`src/hdl/assert_macros.svh`:
```
// assertion macros shared by the semaphore core
`ifndef ASSERT_MACROS_SVH
`define ASSERT_MACROS_SVH
`ifndef NO_ASSERTIONS
// same-cycle implication
`define PWS_ASSERT_IMP(lbl, ck, rn, ante, cons) \
    lbl: assert property (@(posedge ck) disable iff (!rn) (ante) |-> (cons)) \
        else $error("implication check failed");
// next-cycle implication
`define PWS_ASSERT_NXT(lbl, ck, rn, ante, cons) \
    lbl: assert property (@(posedge ck) disable iff (!rn) (ante) |=> (cons)) \
        else $error("next-cycle check failed");
`else
`define PWS_ASSERT_IMP(lbl, ck, rn, ante, cons)
`define PWS_ASSERT_NXT(lbl, ck, rn, ante, cons)
`endif
`endif

```
`src/hdl/pws_pkg.sv`:
```
// types and constants of the priority wait semaphore core
`timescale 1ns / 1ps
package pws_pkg;

    localparam int SEM_W   = 2;
    localparam int PID_W   = 4;
    localparam int PRIO_W  = 8;
    localparam int COUNT_W = 6;
    localparam int CFG_W   = 4;

    localparam logic signed [COUNT_W-1:0] COUNT_MAX = 6'sd31;

    // request kinds
    localparam logic ACT_P = 1'b0;
    localparam logic ACT_V = 1'b1;

    typedef struct packed {
        logic [PID_W-1:0]  id;
        logic [PRIO_W-1:0] prio;
    } entry_t;

    // best-so-far word handed along the cell row
    typedef struct packed {
        logic   valid;
        entry_t ent;
    } tok_t;

    // per-cell control from the sequencer
    typedef struct packed {
        logic [SEM_W-1:0] sem;
        logic             in_use;
        logic             append;
        logic             shift;
        entry_t           new_ent;
    } cell_ctl_t;

endpackage

```
`src/hdl/pws_cell.sv`:
```
// one wait-queue slot for every semaphore, with its stage of the priority scan
`timescale 1ns / 1ps
module pws_cell
    import pws_pkg::*;
#(
    parameter int NUM_SEMS  = 4,
    parameter int SEM_IDX_W = 2,
    parameter int BIDX_W    = 3,
    parameter int CELL_IDX  = 0
)
(
    input  logic              clk,
    input  logic              rst_n,
    input  cell_ctl_t         ctl,
    input  entry_t            nbr_ent,
    input  tok_t              tok_in,
    input  logic [BIDX_W-1:0] tok_in_idx,
    output entry_t            own_ent,
    output tok_t              tok_out,
    output logic [BIDX_W-1:0] tok_out_idx
);

    entry_t               ent_reg [NUM_SEMS];
    logic [SEM_IDX_W-1:0] sel;
    logic                 take;
    tok_t                 tok_reg;
    tok_t                 tok_next;
    logic [BIDX_W-1:0]    idx_reg;
    logic [BIDX_W-1:0]    idx_next;

    assign sel     = SEM_IDX_W'(ctl.sem);
    assign own_ent = ent_reg[sel];

    always_ff @(posedge clk)
    begin
        if (ctl.append)
        begin
            ent_reg[sel] <= ctl.new_ent;
        end
        else if (ctl.shift)
        begin
            ent_reg[sel] <= nbr_ent;
        end
    end

    // strict compare keeps the earlier waiter on a tie
    always_comb
    begin
        take = ctl.in_use && (!tok_in.valid || (own_ent.prio > tok_in.ent.prio));
        if (take)
        begin
            tok_next = '{valid: 1'b1, ent: own_ent};
            idx_next = BIDX_W'(CELL_IDX);
        end
        else
        begin
            tok_next = tok_in;
            idx_next = tok_in_idx;
        end
    end

    always_ff @(posedge clk or negedge rst_n)
    begin
        if (!rst_n)
        begin
            tok_reg <= '0;
        end
        else
        begin
            tok_reg <= tok_next;
        end
    end

    always_ff @(posedge clk)
    begin
        idx_reg <= idx_next;
    end

    assign tok_out     = tok_reg;
    assign tok_out_idx = idx_reg;

endmodule

```
`src/hdl/priority_wait_semaphore_core.sv`:
```
// bank of counting semaphores with priority-ordered wait queues
//
// channel  | dir | handshake         | contents
// ---------+-----+-------------------+--------------------------------------------
// request  | in  | s_tvalid/s_tready | s_tuser: action; s_tdata: sem, proc, priority
// result   | out | m_tvalid/m_tready | m_tdata: blocked, woken, proc, count, error
// config   | in  | cfg_wr_en         | cfg_index selects init count, cfg_data value
//
// a P, a V on an empty queue, or a request to an unknown semaphore is accepted, then committed
// a V with waiters is accepted, then scanned, then committed; the best-priority word walks
//   the cell row one slot per cycle before the commit
// reset loads every count with 1; queue slots hold no reset value
// commit waits while a finished word sits unread on the result side
// a config write reloads that count and so empties its queue
`timescale 1ns / 1ps
`include "assert_macros.svh"
module priority_wait_semaphore_core
    import pws_pkg::*;
#(
    parameter int NUM_SEMS    = 4,
    parameter int QUEUE_DEPTH = 8
)
(
    input  logic             clk,
    input  logic             rst_n,
    // request words
    input  logic             s_tvalid,
    output logic             s_tready,
    input  logic [0:0]       s_tuser,   // [0] action
    input  logic [15:0]      s_tdata,   // [1:0] sem_id, [5:2] proc_id, [13:6] proc_priority
    // result words
    output logic             m_tvalid,
    input  logic             m_tready,
    output logic [15:0]      m_tdata,   // [0] caller_blocked, [1] woken_valid,
                                        // [5:2] woken_proc, [11:6] new_count,
                                        // [12] queue_full_error
    // register writes
    input  logic             cfg_wr_en,
    input  logic [1:0]       cfg_index,
    input  logic [CFG_W-1:0] cfg_data
);

    localparam int QIDX_W    = $clog2(QUEUE_DEPTH + 1);
    localparam int BIDX_W    = (QUEUE_DEPTH > 1) ? $clog2(QUEUE_DEPTH) : 1;
    localparam int SEM_IDX_W = (NUM_SEMS > 1) ? $clog2(NUM_SEMS) : 1;

    typedef enum logic [2:0] {
        ST_IDLE   = 3'b001,
        ST_SCAN   = 3'b010,
        ST_COMMIT = 3'b100
    } state_t;

    state_t state_reg, state_next;

    // semaphore counts
    logic signed [COUNT_W-1:0] sem_count_reg [NUM_SEMS];

    // latched request
    logic                      act_reg;
    logic [SEM_W-1:0]          sem_reg;
    entry_t                    req_reg;
    logic                      sem_ok_reg;
    logic signed [COUNT_W-1:0] cnt_reg;
    logic [QIDX_W-1:0]         len_reg;
    logic [BIDX_W-1:0]         scan_reg;

    // incoming fields
    logic                      in_act;
    logic [SEM_W-1:0]          in_sem;
    entry_t                    in_ent;
    logic                      in_ok;
    logic signed [COUNT_W-1:0] in_cnt;
    logic [QIDX_W-1:0]         in_len;
    logic                      accept;

    // result register
    logic                      out_valid_reg;
    logic                      out_blocked_reg;
    logic                      out_wvalid_reg;
    logic [PID_W-1:0]          out_proc_reg;
    logic signed [COUNT_W-1:0] out_count_reg;
    logic                      out_err_reg;

    // commit decisions
    logic                      slot_free;
    logic                      commit_go;
    logic                      c_blocked;
    logic                      c_wvalid;
    logic [PID_W-1:0]          c_proc;
    logic signed [COUNT_W-1:0] c_count;
    logic                      c_err;
    logic                      c_append;
    logic                      c_shift;

    // cell row
    cell_ctl_t         cell_ctl [QUEUE_DEPTH];
    entry_t            own_ent  [QUEUE_DEPTH];
    entry_t            nbr_ent  [QUEUE_DEPTH];
    tok_t              tok_in   [QUEUE_DEPTH];
    tok_t              tok_out  [QUEUE_DEPTH];
    logic [BIDX_W-1:0] idx_in   [QUEUE_DEPTH];
    logic [BIDX_W-1:0] idx_out  [QUEUE_DEPTH];
    tok_t              best_tok;
    logic [BIDX_W-1:0] best_idx;

    // ---------------------------------------------------------------- input side
    assign in_act      = s_tuser[0];
    assign in_sem      = s_tdata[1:0];
    assign in_ent.id   = s_tdata[5:2];
    assign in_ent.prio = s_tdata[13:6];
    assign in_ok       = int'(in_sem) < NUM_SEMS;
    assign in_cnt      = in_ok ? sem_count_reg[SEM_IDX_W'(in_sem)] : '0;
    // a count of -n means n waiters
    assign in_len      = in_cnt[COUNT_W-1] ? QIDX_W'(-in_cnt) : '0;

    assign s_tready = (state_reg == ST_IDLE);
    assign accept   = s_tvalid && s_tready;

    // ---------------------------------------------------------------- sequencer
    always_comb
    begin
        state_next = state_reg;
        unique case (state_reg)
            ST_IDLE:
            begin
                if (accept)
                begin
                    if (in_ok && (in_act == ACT_V) && (in_len != '0))
                    begin
                        state_next = ST_SCAN;
                    end
                    else
                    begin
                        state_next = ST_COMMIT;
                    end
                end
            end
            ST_SCAN:
            begin
                // last cell holds the winner once the scan has passed every slot
                if (scan_reg == BIDX_W'(QUEUE_DEPTH - 1))
                begin
                    state_next = ST_COMMIT;
                end
            end
            ST_COMMIT:
            begin
                if (slot_free)
                begin
                    state_next = ST_IDLE;
                end
            end
            default:
            begin
                state_next = ST_IDLE;
            end
        endcase
    end

    always_ff @(posedge clk or negedge rst_n)
    begin
        if (!rst_n)
        begin
            state_reg <= ST_IDLE;
            scan_reg  <= '0;
        end
        else
        begin
            state_reg <= state_next;
            if (accept)
            begin
                scan_reg <= '0;
            end
            else if (state_reg == ST_SCAN)
            begin
                scan_reg <= scan_reg + 1'b1;
            end
        end
    end

    always_ff @(posedge clk)
    begin
        if (accept)
        begin
            act_reg    <= in_act;
            sem_reg    <= in_sem;
            req_reg    <= in_ent;
            sem_ok_reg <= in_ok;
            cnt_reg    <= in_cnt;
            len_reg    <= in_len;
        end
    end

    // ---------------------------------------------------------------- commit
    assign slot_free = !out_valid_reg || m_tready;
    assign commit_go = (state_reg == ST_COMMIT) && slot_free;
    assign best_tok  = tok_out[QUEUE_DEPTH-1];
    assign best_idx  = idx_out[QUEUE_DEPTH-1];

    always_comb
    begin
        c_blocked = 1'b0;
        c_wvalid  = 1'b0;
        c_proc    = '0;
        c_count   = '0;
        c_err     = 1'b0;
        c_append  = 1'b0;
        c_shift   = 1'b0;
        if (sem_ok_reg)
        begin
            c_count = cnt_reg;
            if (act_reg == ACT_P)
            begin
                if (len_reg == QIDX_W'(QUEUE_DEPTH))
                begin
                    // full queue: nothing changes
                    c_err = 1'b1;
                end
                else
                begin
                    c_count = cnt_reg - 6'sd1;
                    if (cnt_reg[COUNT_W-1] || (cnt_reg == '0))
                    begin
                        c_blocked = 1'b1;
                        c_append  = 1'b1;
                    end
                end
            end
            else
            begin
                if (len_reg != '0)
                begin
                    c_wvalid = 1'b1;
                    c_proc   = best_tok.ent.id;
                    c_shift  = 1'b1;
                    c_count  = cnt_reg + 6'sd1;
                end
                else if (cnt_reg != COUNT_MAX)
                begin
                    c_count = cnt_reg + 6'sd1;
                end
            end
        end
    end

    // counts: reset and config reload, commit update
    always_ff @(posedge clk or negedge rst_n)
    begin
        if (!rst_n)
        begin
            for (int s = 0; s < NUM_SEMS; s++)
            begin
                sem_count_reg[s] <= 6'sd1;
            end
        end
        else
        begin
            if (cfg_wr_en && (int'(cfg_index) < NUM_SEMS))
            begin
                sem_count_reg[SEM_IDX_W'(cfg_index)] <= {2'b00, cfg_data};
            end
            else if (commit_go && sem_ok_reg)
            begin
                sem_count_reg[SEM_IDX_W'(sem_reg)] <= c_count;
            end
        end
    end

    // ---------------------------------------------------------------- cell row
    generate
        for (genvar k = 0; k < QUEUE_DEPTH; k++)
        begin : g_cell
            assign cell_ctl[k].sem     = sem_reg;
            assign cell_ctl[k].in_use  = QIDX_W'(k) < len_reg;
            assign cell_ctl[k].append  = commit_go && c_append && (len_reg == QIDX_W'(k));
            // close the gap behind the removed waiter
            assign cell_ctl[k].shift   = commit_go && c_shift && (best_idx <= BIDX_W'(k))
                                         && (QIDX_W'(k + 1) < len_reg);
            assign cell_ctl[k].new_ent = req_reg;

            if (k == 0)
            begin : g_head
                assign tok_in[k] = '0;
                assign idx_in[k] = '0;
            end
            else
            begin : g_link
                assign tok_in[k] = tok_out[k-1];
                assign idx_in[k] = idx_out[k-1];
            end

            if (k == QUEUE_DEPTH - 1)
            begin : g_tail
                assign nbr_ent[k] = '0;
            end
            else
            begin : g_next
                assign nbr_ent[k] = own_ent[k+1];
            end

            pws_cell #(
                .NUM_SEMS  (NUM_SEMS),
                .SEM_IDX_W (SEM_IDX_W),
                .BIDX_W    (BIDX_W),
                .CELL_IDX  (k)
            ) u_cell (
                .clk         (clk),
                .rst_n       (rst_n),
                .ctl         (cell_ctl[k]),
                .nbr_ent     (nbr_ent[k]),
                .tok_in      (tok_in[k]),
                .tok_in_idx  (idx_in[k]),
                .own_ent     (own_ent[k]),
                .tok_out     (tok_out[k]),
                .tok_out_idx (idx_out[k])
            );
        end
    endgenerate

    // ---------------------------------------------------------------- result side
    always_ff @(posedge clk or negedge rst_n)
    begin
        if (!rst_n)
        begin
            out_valid_reg <= 1'b0;
        end
        else if (commit_go)
        begin
            out_valid_reg <= 1'b1;
        end
        else if (m_tready)
        begin
            out_valid_reg <= 1'b0;
        end
    end

    always_ff @(posedge clk)
    begin
        if (commit_go)
        begin
            out_blocked_reg <= c_blocked;
            out_wvalid_reg  <= c_wvalid;
            out_proc_reg    <= c_proc;
            out_count_reg   <= c_count;
            out_err_reg     <= c_err;
        end
    end

    assign m_tvalid = out_valid_reg;
    assign m_tdata  = {3'b000, out_err_reg, out_count_reg, out_proc_reg,
                       out_wvalid_reg, out_blocked_reg};

    // ---------------------------------------------------------------- checks
    `PWS_ASSERT_NXT(a_commit_shows, clk, rst_n, commit_go, m_tvalid)
    `PWS_ASSERT_IMP(a_wake_alone, clk, rst_n, m_tvalid && out_wvalid_reg, !out_blocked_reg && !out_err_reg)
    `PWS_ASSERT_IMP(a_len_bound, clk, rst_n, state_reg != ST_IDLE, len_reg <= QIDX_W'(QUEUE_DEPTH))
    `PWS_ASSERT_NXT(a_one_at_a_time, clk, rst_n, s_tvalid && s_tready, !s_tready)

endmodule
```
`config.mk`:
```
export PLATFORM = sky130hd
export DESIGN_NAME = priority_wait_semaphore_core
export DESIGN_NICKNAME = d
export VERILOG_FILES = /design/src/hdl/pws_pkg.sv /design/src/hdl/pws_cell.sv /design/src/hdl/priority_wait_semaphore_core.sv
export VERILOG_INCLUDE_DIRS = /design/src /design/src/hdl
export SDC_FILE = /design/constraint.sdc
export NUM_CORES = 1
export LEC_CHECK = 0
export ABC_AREA = 1
export BUFFER_PORTS_ARGS = -buffer_cell sky130_fd_sc_hd__buf_4
export CAP_MARGIN = 30
export CORE_MARGIN = 2
export CORE_UTILIZATION = 56
export CTS_BUF_LIST = sky130_fd_sc_hd__clkbuf_16
export DETAILED_ROUTE_END_ITERATION = 8
export PLACE_DENSITY = 0.79
export SYNTH_ARGS = -nofsm -noshare
export SYNTH_HDL_FRONTEND = slang
export SYNTH_SLANG_ARGS = --single-unit
```
`constraint.sdc`:
```
create_clock -name clk -period 2.9 [get_ports clk]
set_input_delay 0.435 -clock clk [delete_from_list [all_inputs] [get_ports clk]]
set_output_delay 0.435 -clock clk [all_outputs]
set_load 0.02 [all_outputs]
```
Word level (Yosys, flattened, before mapping):

Memories as Yosys holds them, arrays and structs flattened. A register that Yosys moved wholly into a read port is not among the register bits.
Index checks and enable logic that the tools add are counted.

* input bits: 28
* bits in registers: 181
* memories: 8
* bits in writable memories: 384

* bitwise operators: 11
* reductions and logical operators: 64
* add/subtract/negate cells: 4
* eq/ne operators: 16
* mux-type cells: 96
* $lt $le $gt $ge: 29

Memories
* g_cell[0].u_cell.ent_reg: words 4, width 12, rd ports 1, clocked after Yosys merged registers in 1, wr ports 1, line pws_cell.sv:23 `entry_t ent_reg [NUM_SEMS];`
* g_cell[1].u_cell.ent_reg: words 4, width 12, rd ports 1, clocked after Yosys merged registers in 1, wr ports 1, line pws_cell.sv:23
* g_cell[2].u_cell.ent_reg: words 4, width 12, rd ports 1, clocked after Yosys merged registers in 1, wr ports 1, line pws_cell.sv:23
* g_cell[3].u_cell.ent_reg: words 4, width 12, rd ports 1, clocked after Yosys merged registers in 1, wr ports 1, line pws_cell.sv:23
* g_cell[4].u_cell.ent_reg: words 4, width 12, rd ports 1, clocked after Yosys merged registers in 1, wr ports 1, line pws_cell.sv:23
* g_cell[5].u_cell.ent_reg: words 4, width 12, rd ports 1, clocked after Yosys merged registers in 1, wr ports 1, line pws_cell.sv:23
* +2 memories

Operators with widths (count)
* $mux 12: 9
* $mux 13: 7
* $gt 8x8->1: 7
* $mux 1: 49
* $bwmux 24: 2
* $mux 24: 2
* $mux 6: 8
* $logic_and 1x1->1: 38
* $demux 6 s2: 2
* $mux 3: 6
* $eq 4x3->1 const B: 4
* $lt 3x4->1 const A: 4
* $mux 2: 8
* $bmux 6 s2: 1
* $le 3x3->1 const B: 4
* $ge 3x3->1 const B: 3
* $logic_or 1x1->1: 9
* $not 2->3: 3
* $pmux 3 s3: 1
* $eq 4x2->1 const B: 2
* $logic_not 1->1: 8
* $lt 1x4->1 const A: 2
* $lt 2x4->1 const A: 2
* $or 1x1->1: 8
* other kinds (23): 31

Logic depth before layout (Yosys ltp):

* word-level depth: 11
* depth in mapped cells: 20
* mapped depth without buffers: 16

By module:

A second synthesis with hierarchy kept.

* cells, all modules: 2284
* area total of the unflattened synthesis: 25899.8 sq um

By module, submodules not included
* pws_cell at g_cell[3].u_cell ...: instances 3, seq. area each 1826.8 sq um, cells an instance 233, area each 2771.4 sq um
* pws_cell at g_cell[1].u_cell ...: instances 3, seq. area each 1826.8 sq um, cells an instance 232, area each 2763.9 sq um
* priority_wait_semaphore_core: instances 1, seq. area each 1923.1 sq um, cells an instance 424, area each 3742.3 sq um
* pws_cell at g_cell[7].u_cell: instances 1, seq. area each 1826.8 sq um, cells an instance 234, area each 2780.2 sq um
* pws_cell at g_cell[0].u_cell: instances 1, seq. area each 1826.8 sq um, cells an instance 231, area each 2771.4 sq um

Least setup slack after synthesis:

No wires, ideal clock.

* path type: register to register
* start: register out_valid_reg, in the netlist m_tvalid
* end: memory g_cell[5].u_cell.ent_reg[0][0] (netlist name), enable pin
* stages on the path, launching flop included: 10
* slack: 0.340 ns
* setup time: 0.385 ns
* arrival time: 2.175 ns
* period minus slack after synthesis: 2.560 ns
* path through: dfrtp_1 -> inv_1 -> nor2_1 -> nor2_4 -> inv_2 -> nor2_4 -> inv_2 -> nor3_4 -> inv_2 -> a21oi_1

* cells in the longest elaborated chain, start to end: 10
* elaborated cells between the ends (all ways): 14
* those cells by class: mux (5); bitwise (1); reduce/logical (8)

RTL lines
* from (decl): line priority_wait_semaphore_core.sv:77 `logic out_valid_reg;`
* from (signal assigned): line priority_wait_semaphore_core.sv:325 `out_valid_reg <= 1'b0;`
* from (signal assigned): line priority_wait_semaphore_core.sv:329 `out_valid_reg <= 1'b1;`
* from (signal assigned): line priority_wait_semaphore_core.sv:333 `out_valid_reg <= 1'b0;`
* $logic_not 1->1 *: line priority_wait_semaphore_core.sv:195 `assign slot_free = !out_valid_reg || m_tready;`
* $logic_or 1x1->1 *: line priority_wait_semaphore_core.sv:195
* $logic_and 1x1->1 *: line priority_wait_semaphore_core.sv:196 `assign commit_go = (state_reg == ST_COMMIT) && slot_free;`
* named net commit_go: line priority_wait_semaphore_core.sv:86 `logic commit_go;`
* $logic_and 1x1->1 (2 in series): line priority_wait_semaphore_core.sv:277 `assign cell_ctl[k].shift = commit_go && c_shift && (best_idx <= BIDX_W'(k))`
* $logic_and 1x1->1: line priority_wait_semaphore_core.sv:278 `&& (QIDX_W'(k + 1) < len_reg);`
* $mux 1: line pws_cell.sv:40 `else if (ctl.shift)`
* $mux 1: line pws_cell.sv:36 `if (ctl.append)`
* $mux 1 (not written as such): line pws_cell.sv:42 `ent_reg[sel] <= nbr_ent;`
* $or 1x1->1 (no source line) *
* to (decl): line pws_cell.sv:23

Mark *: on every way through the listed nets, which the timed path passes. The rest lies on a longest branch.

==> impl_metrics.env <==
export IMPL_wl_per_cell_um=19.99
export IMPL_drive_gt1_frac=0.1112
export IMPL_hold_viol_final=0
export IMPL_cts_sinks=567
export IMPL_vias=17400
export IMPL_setup_viol=3
export IMPL_ys_warn_count=0
export IMPL_coreArea_um2=42980
export IMPL_cts_root_buffer="clkbuf_16"
export IMPL_rsz0062_at_grt="yes"
export IMPL_clkTransAtPathRegs_ns=0.07
export IMPL_arrival_ns=3.40
export IMPL_fin_nets=2470
export IMPL_die_width_um=212.2
export IMPL_synth_edf_count=422
export IMPL_routed_wl_um=60220
export IMPL_synth_seq_area_share=0.6677
export IMPL_row_count=76
export IMPL_portBuffers=40
export IMPL_synth_area_per_cell_um2=10.64
export IMPL_relSlewSlack=0.4382
export IMPL_synth_largest_area_cell="edfxtp_1"
export IMPL_die_y_um=212.2
export IMPL_gp_congestion=0.8750
export IMPL_ir_drop_v=0.0008687
export IMPL_async_reset_ff_frac=0.2222
export IMPL_reg2reg_setup_slack_ns=-0.01
export IMPL_clk_path_buf_depth=3
export IMPL_clock_skew_ns=0.03415
export IMPL_cts_buffers=55
export IMPL_worst_pin_slew_ns=0.8417
export IMPL_drtIter0Drc=1710
export IMPL_initial_core_util=0.5649
export IMPL_hold_class="in2reg"
export IMPL_maxCapViolations=0
export IMPL_r2r_end="g_cell[4].u_cell.tok_out[6]"
export IMPL_status="finished with violations"
export IMPL_dr_pass1_iters=5
export IMPL_ys_top_cells_by_area="edfxtp_1, dfrtp_1, nand2_1"
export IMPL_min_period_over_period=1.004
export IMPL_ant_nets=0
export IMPL_path_class="reg2reg"
export IMPL_startpoint_type="flop"
export IMPL_grt_first_pass_wirelength_um=93470
export IMPL_drc=0
export IMPL_antenna_found_initial=0
export IMPL_synth_distinct_cells=41
export IMPL_final_util=0.6458
export IMPL_synth_top_area_frac=0.5219
export IMPL_hpwl_um=38430
export IMPL_crit_end="g_cell[4].u_cell.tok_out[6]"
export IMPL_die_area_um2=45040
export IMPL_finalSetupTns_ns=-0.01669
export IMPL_grt_pass1_vias=17050
export IMPL_io_pins=46
export IMPL_synth_ff_latch_count=567
export IMPL_r2r_cells=15
export IMPL_required_ns=3.39
export IMPL_synth_cells=2283
export IMPL_htree_levels=2
export IMPL_final_min_clock_period_ns=2.912
export IMPL_setup_ws_ns=-0.01172
export IMPL_fin_hold_ws_ns=0.09826
export IMPL_worst_path_max_fanout=76
export IMPL_diodes=0
export IMPL_end_kind="flop"
export IMPL_clock_latency_ns=0.63
export IMPL_largest_register_ff_count=384
export IMPL_grt_usage=0.2728
export IMPL_cts_tree="built"
export IMPL_place_ws_ns=0.09473
export IMPL_synth_area_um2=24280
export IMPL_fmax_ghz=0.3434
export IMPL_slew_viol_final=0
export IMPL_areaGrowthSynthToFinish_pct=14.32
export IMPL_cellLeakagePower_uw=0.01107
export IMPL_grt_max_degree=77
export IMPL_violations="setup timing"
export IMPL_totalPowerFinal_uw=28450
export IMPL_viasPerCell=5.778
export IMPL_synth_main_ff_cell="edfxtp_1"
export IMPL_grt_overflow=0
export IMPL_p_per_area_nw_per_um2=1025
==> stage by stage <==
stage | area [um2] | instances
final | 27760 | 3012
after floorplan | 24290 | 2285
after detailed placement | 25590 | 2884
after global placement | 25590 | 2884
after CTS | 27570 | 3002
after global routing | 27760 | 3012
==> cells in the final DEF (no fill, tap or decap), types with 3 or more instances in the layout <==
cell type | Yosys | layout
clkinv_2 | 0 | 12
nand3_1 | 80 | 80
buf_12 | 0 | 11
o21ai_1 | 35 | 36
inv_1 | 167 | 172
a21oi_1 | 107 | 107
edfxtp_1 | 422 | 422
ha_1 | 62 | 62
bufinv_16 | 0 | 7
dfstp_2 | 5 | 5
or2_2 | 9 | 9
o21a_1 | 4 | 4
dfxtp_1 | 19 | 17
dlygate4sd3_1 | 0 | 14
conb_1 | 1 | 3
o22ai_2 | 0 | 11
o21ai_0 | 240 | 239
nand4_1 | 10 | 10
o22ai_1 | 80 | 69
xor2_1 | 4 | 4
clkinv_1 | 0 | 13
dfrtp_1 | 121 | 121
nor2_1 | 340 | 340
clkbuf_16 | 0 | 57
nor3_1 | 6 | 6
inv_2 | 11 | 12
clkinvlp_4 | 0 | 5
nand2_1 | 427 | 425
buf_4 | 8 | 117
==> power by group <==
| group | switching (uW) | leakage (uW) | total, uW | internal [uW] |
|---|---|---|---|---|
| clock | 3070 | 0.000940 | 7250 | 4180 |
| combinational | 6970 | 0.00464 | 10300 | 3370 |
| sequential | 600 | 0.00549 | 10900 | 10300 |
| total | 10600 | 0.0111 | 28500 | 17800 |
==> layout make-up <==
| class | instances | area (um2) |
|---|---|---|
| Tap cell | 585 | 732.0 |
| Multi-Input combinational cell | 1434 | 7030 |
| Timing Repair Buffer | 144 | 1261 |
| Fill cell | 3189 | 15220 |
| Sequential cell | 567 | 16220 |
| Inverter | 178 | 681.9 |
| Clock inverter | 47 | 409.1 |
| Clock buffer | 57 | 1426 |
==> what timing repair did <==
item                                    CTS  global route
setup buffers                             0            10
hold buffers                             14             0
hold endpoints to repair                 61             0
resized for setup                         0            20
endpoints found under the setup margin    0            75
==> layer usage <==
layer | vias to the layer above | global-route usage | wire [um]
li1 | 8026 | - | -
met1 | 8353 | 0.3536 | 23360
met2 | 865 | 0.4621 | 29700
met3 | 159 | 0.05244 | 5155
met4 | 0 | 0.09718 | 2011
met5 | - | 0 | 0
==> worst max-delay path, cell delays in order, from the launching register on <==
cell        delay [ns]
dfxtp_4           0.42
buf_12            0.27
o21ai_0           0.17
o22ai_1           0.35
ha_1              0.32
a21oi_1           0.14
o21ai_0           0.08
nand2_1           0.07
nand2_1           0.05
nand2_1           0.06
nand2_1           0.05
nand2_1           0.21
clkinvlp_4        0.13
buf_4             0.21
nand2_1           0.07
nand2_1           0.07
==> synth_stat cells, drive strengths merged (44+ instances only) <==
cell	n
nor2	344
o21ai	276
clkbuf	62
buf	44
o22ai	80
edfxtp	422
ha	62
nand2	429
dfrtp	121
a21oi	107
nand3	82
inv	178
==> how the worst min path moves through the flow <==
stage          cells past startpoint                              end                       startpoint  slack, ns
2_1_floorplan                      0      g_cell[0].u_cell.tok_out[0]                            rst_n       0.14
3_3_place_gp                       2  g_cell[3].u_cell.tok_out_idx[1]  g_cell[2].u_cell.tok_out_idx[1]       0.39
3_5_place_dp                       2  g_cell[7].u_cell.tok_out_idx[1]  g_cell[6].u_cell.tok_out_idx[1]       0.40
4_1_cts                            1                       sem_reg[1]                       s_tdata[1]       0.07
5_1_grt                            1                       sem_reg[1]                       s_tdata[1]       0.09
6_report                           1                       sem_reg[1]                       s_tdata[1]        0.1
==> cells by family (layout without fill, tap and decap cells) <==
family	count (synthesis)	after routing	share of synthesized area
buf+inv	284	426	0.04674
compound gates	479	479	0.1050
simple gates	885	885	0.1467
xor+xnor	5	5	0.001803
flops	567	567	0.6677
fa+ha+maj	62	62	0.03195
other cells	1	3	0.0001544
No activity file was read; power rests on OpenSTA's default activity.
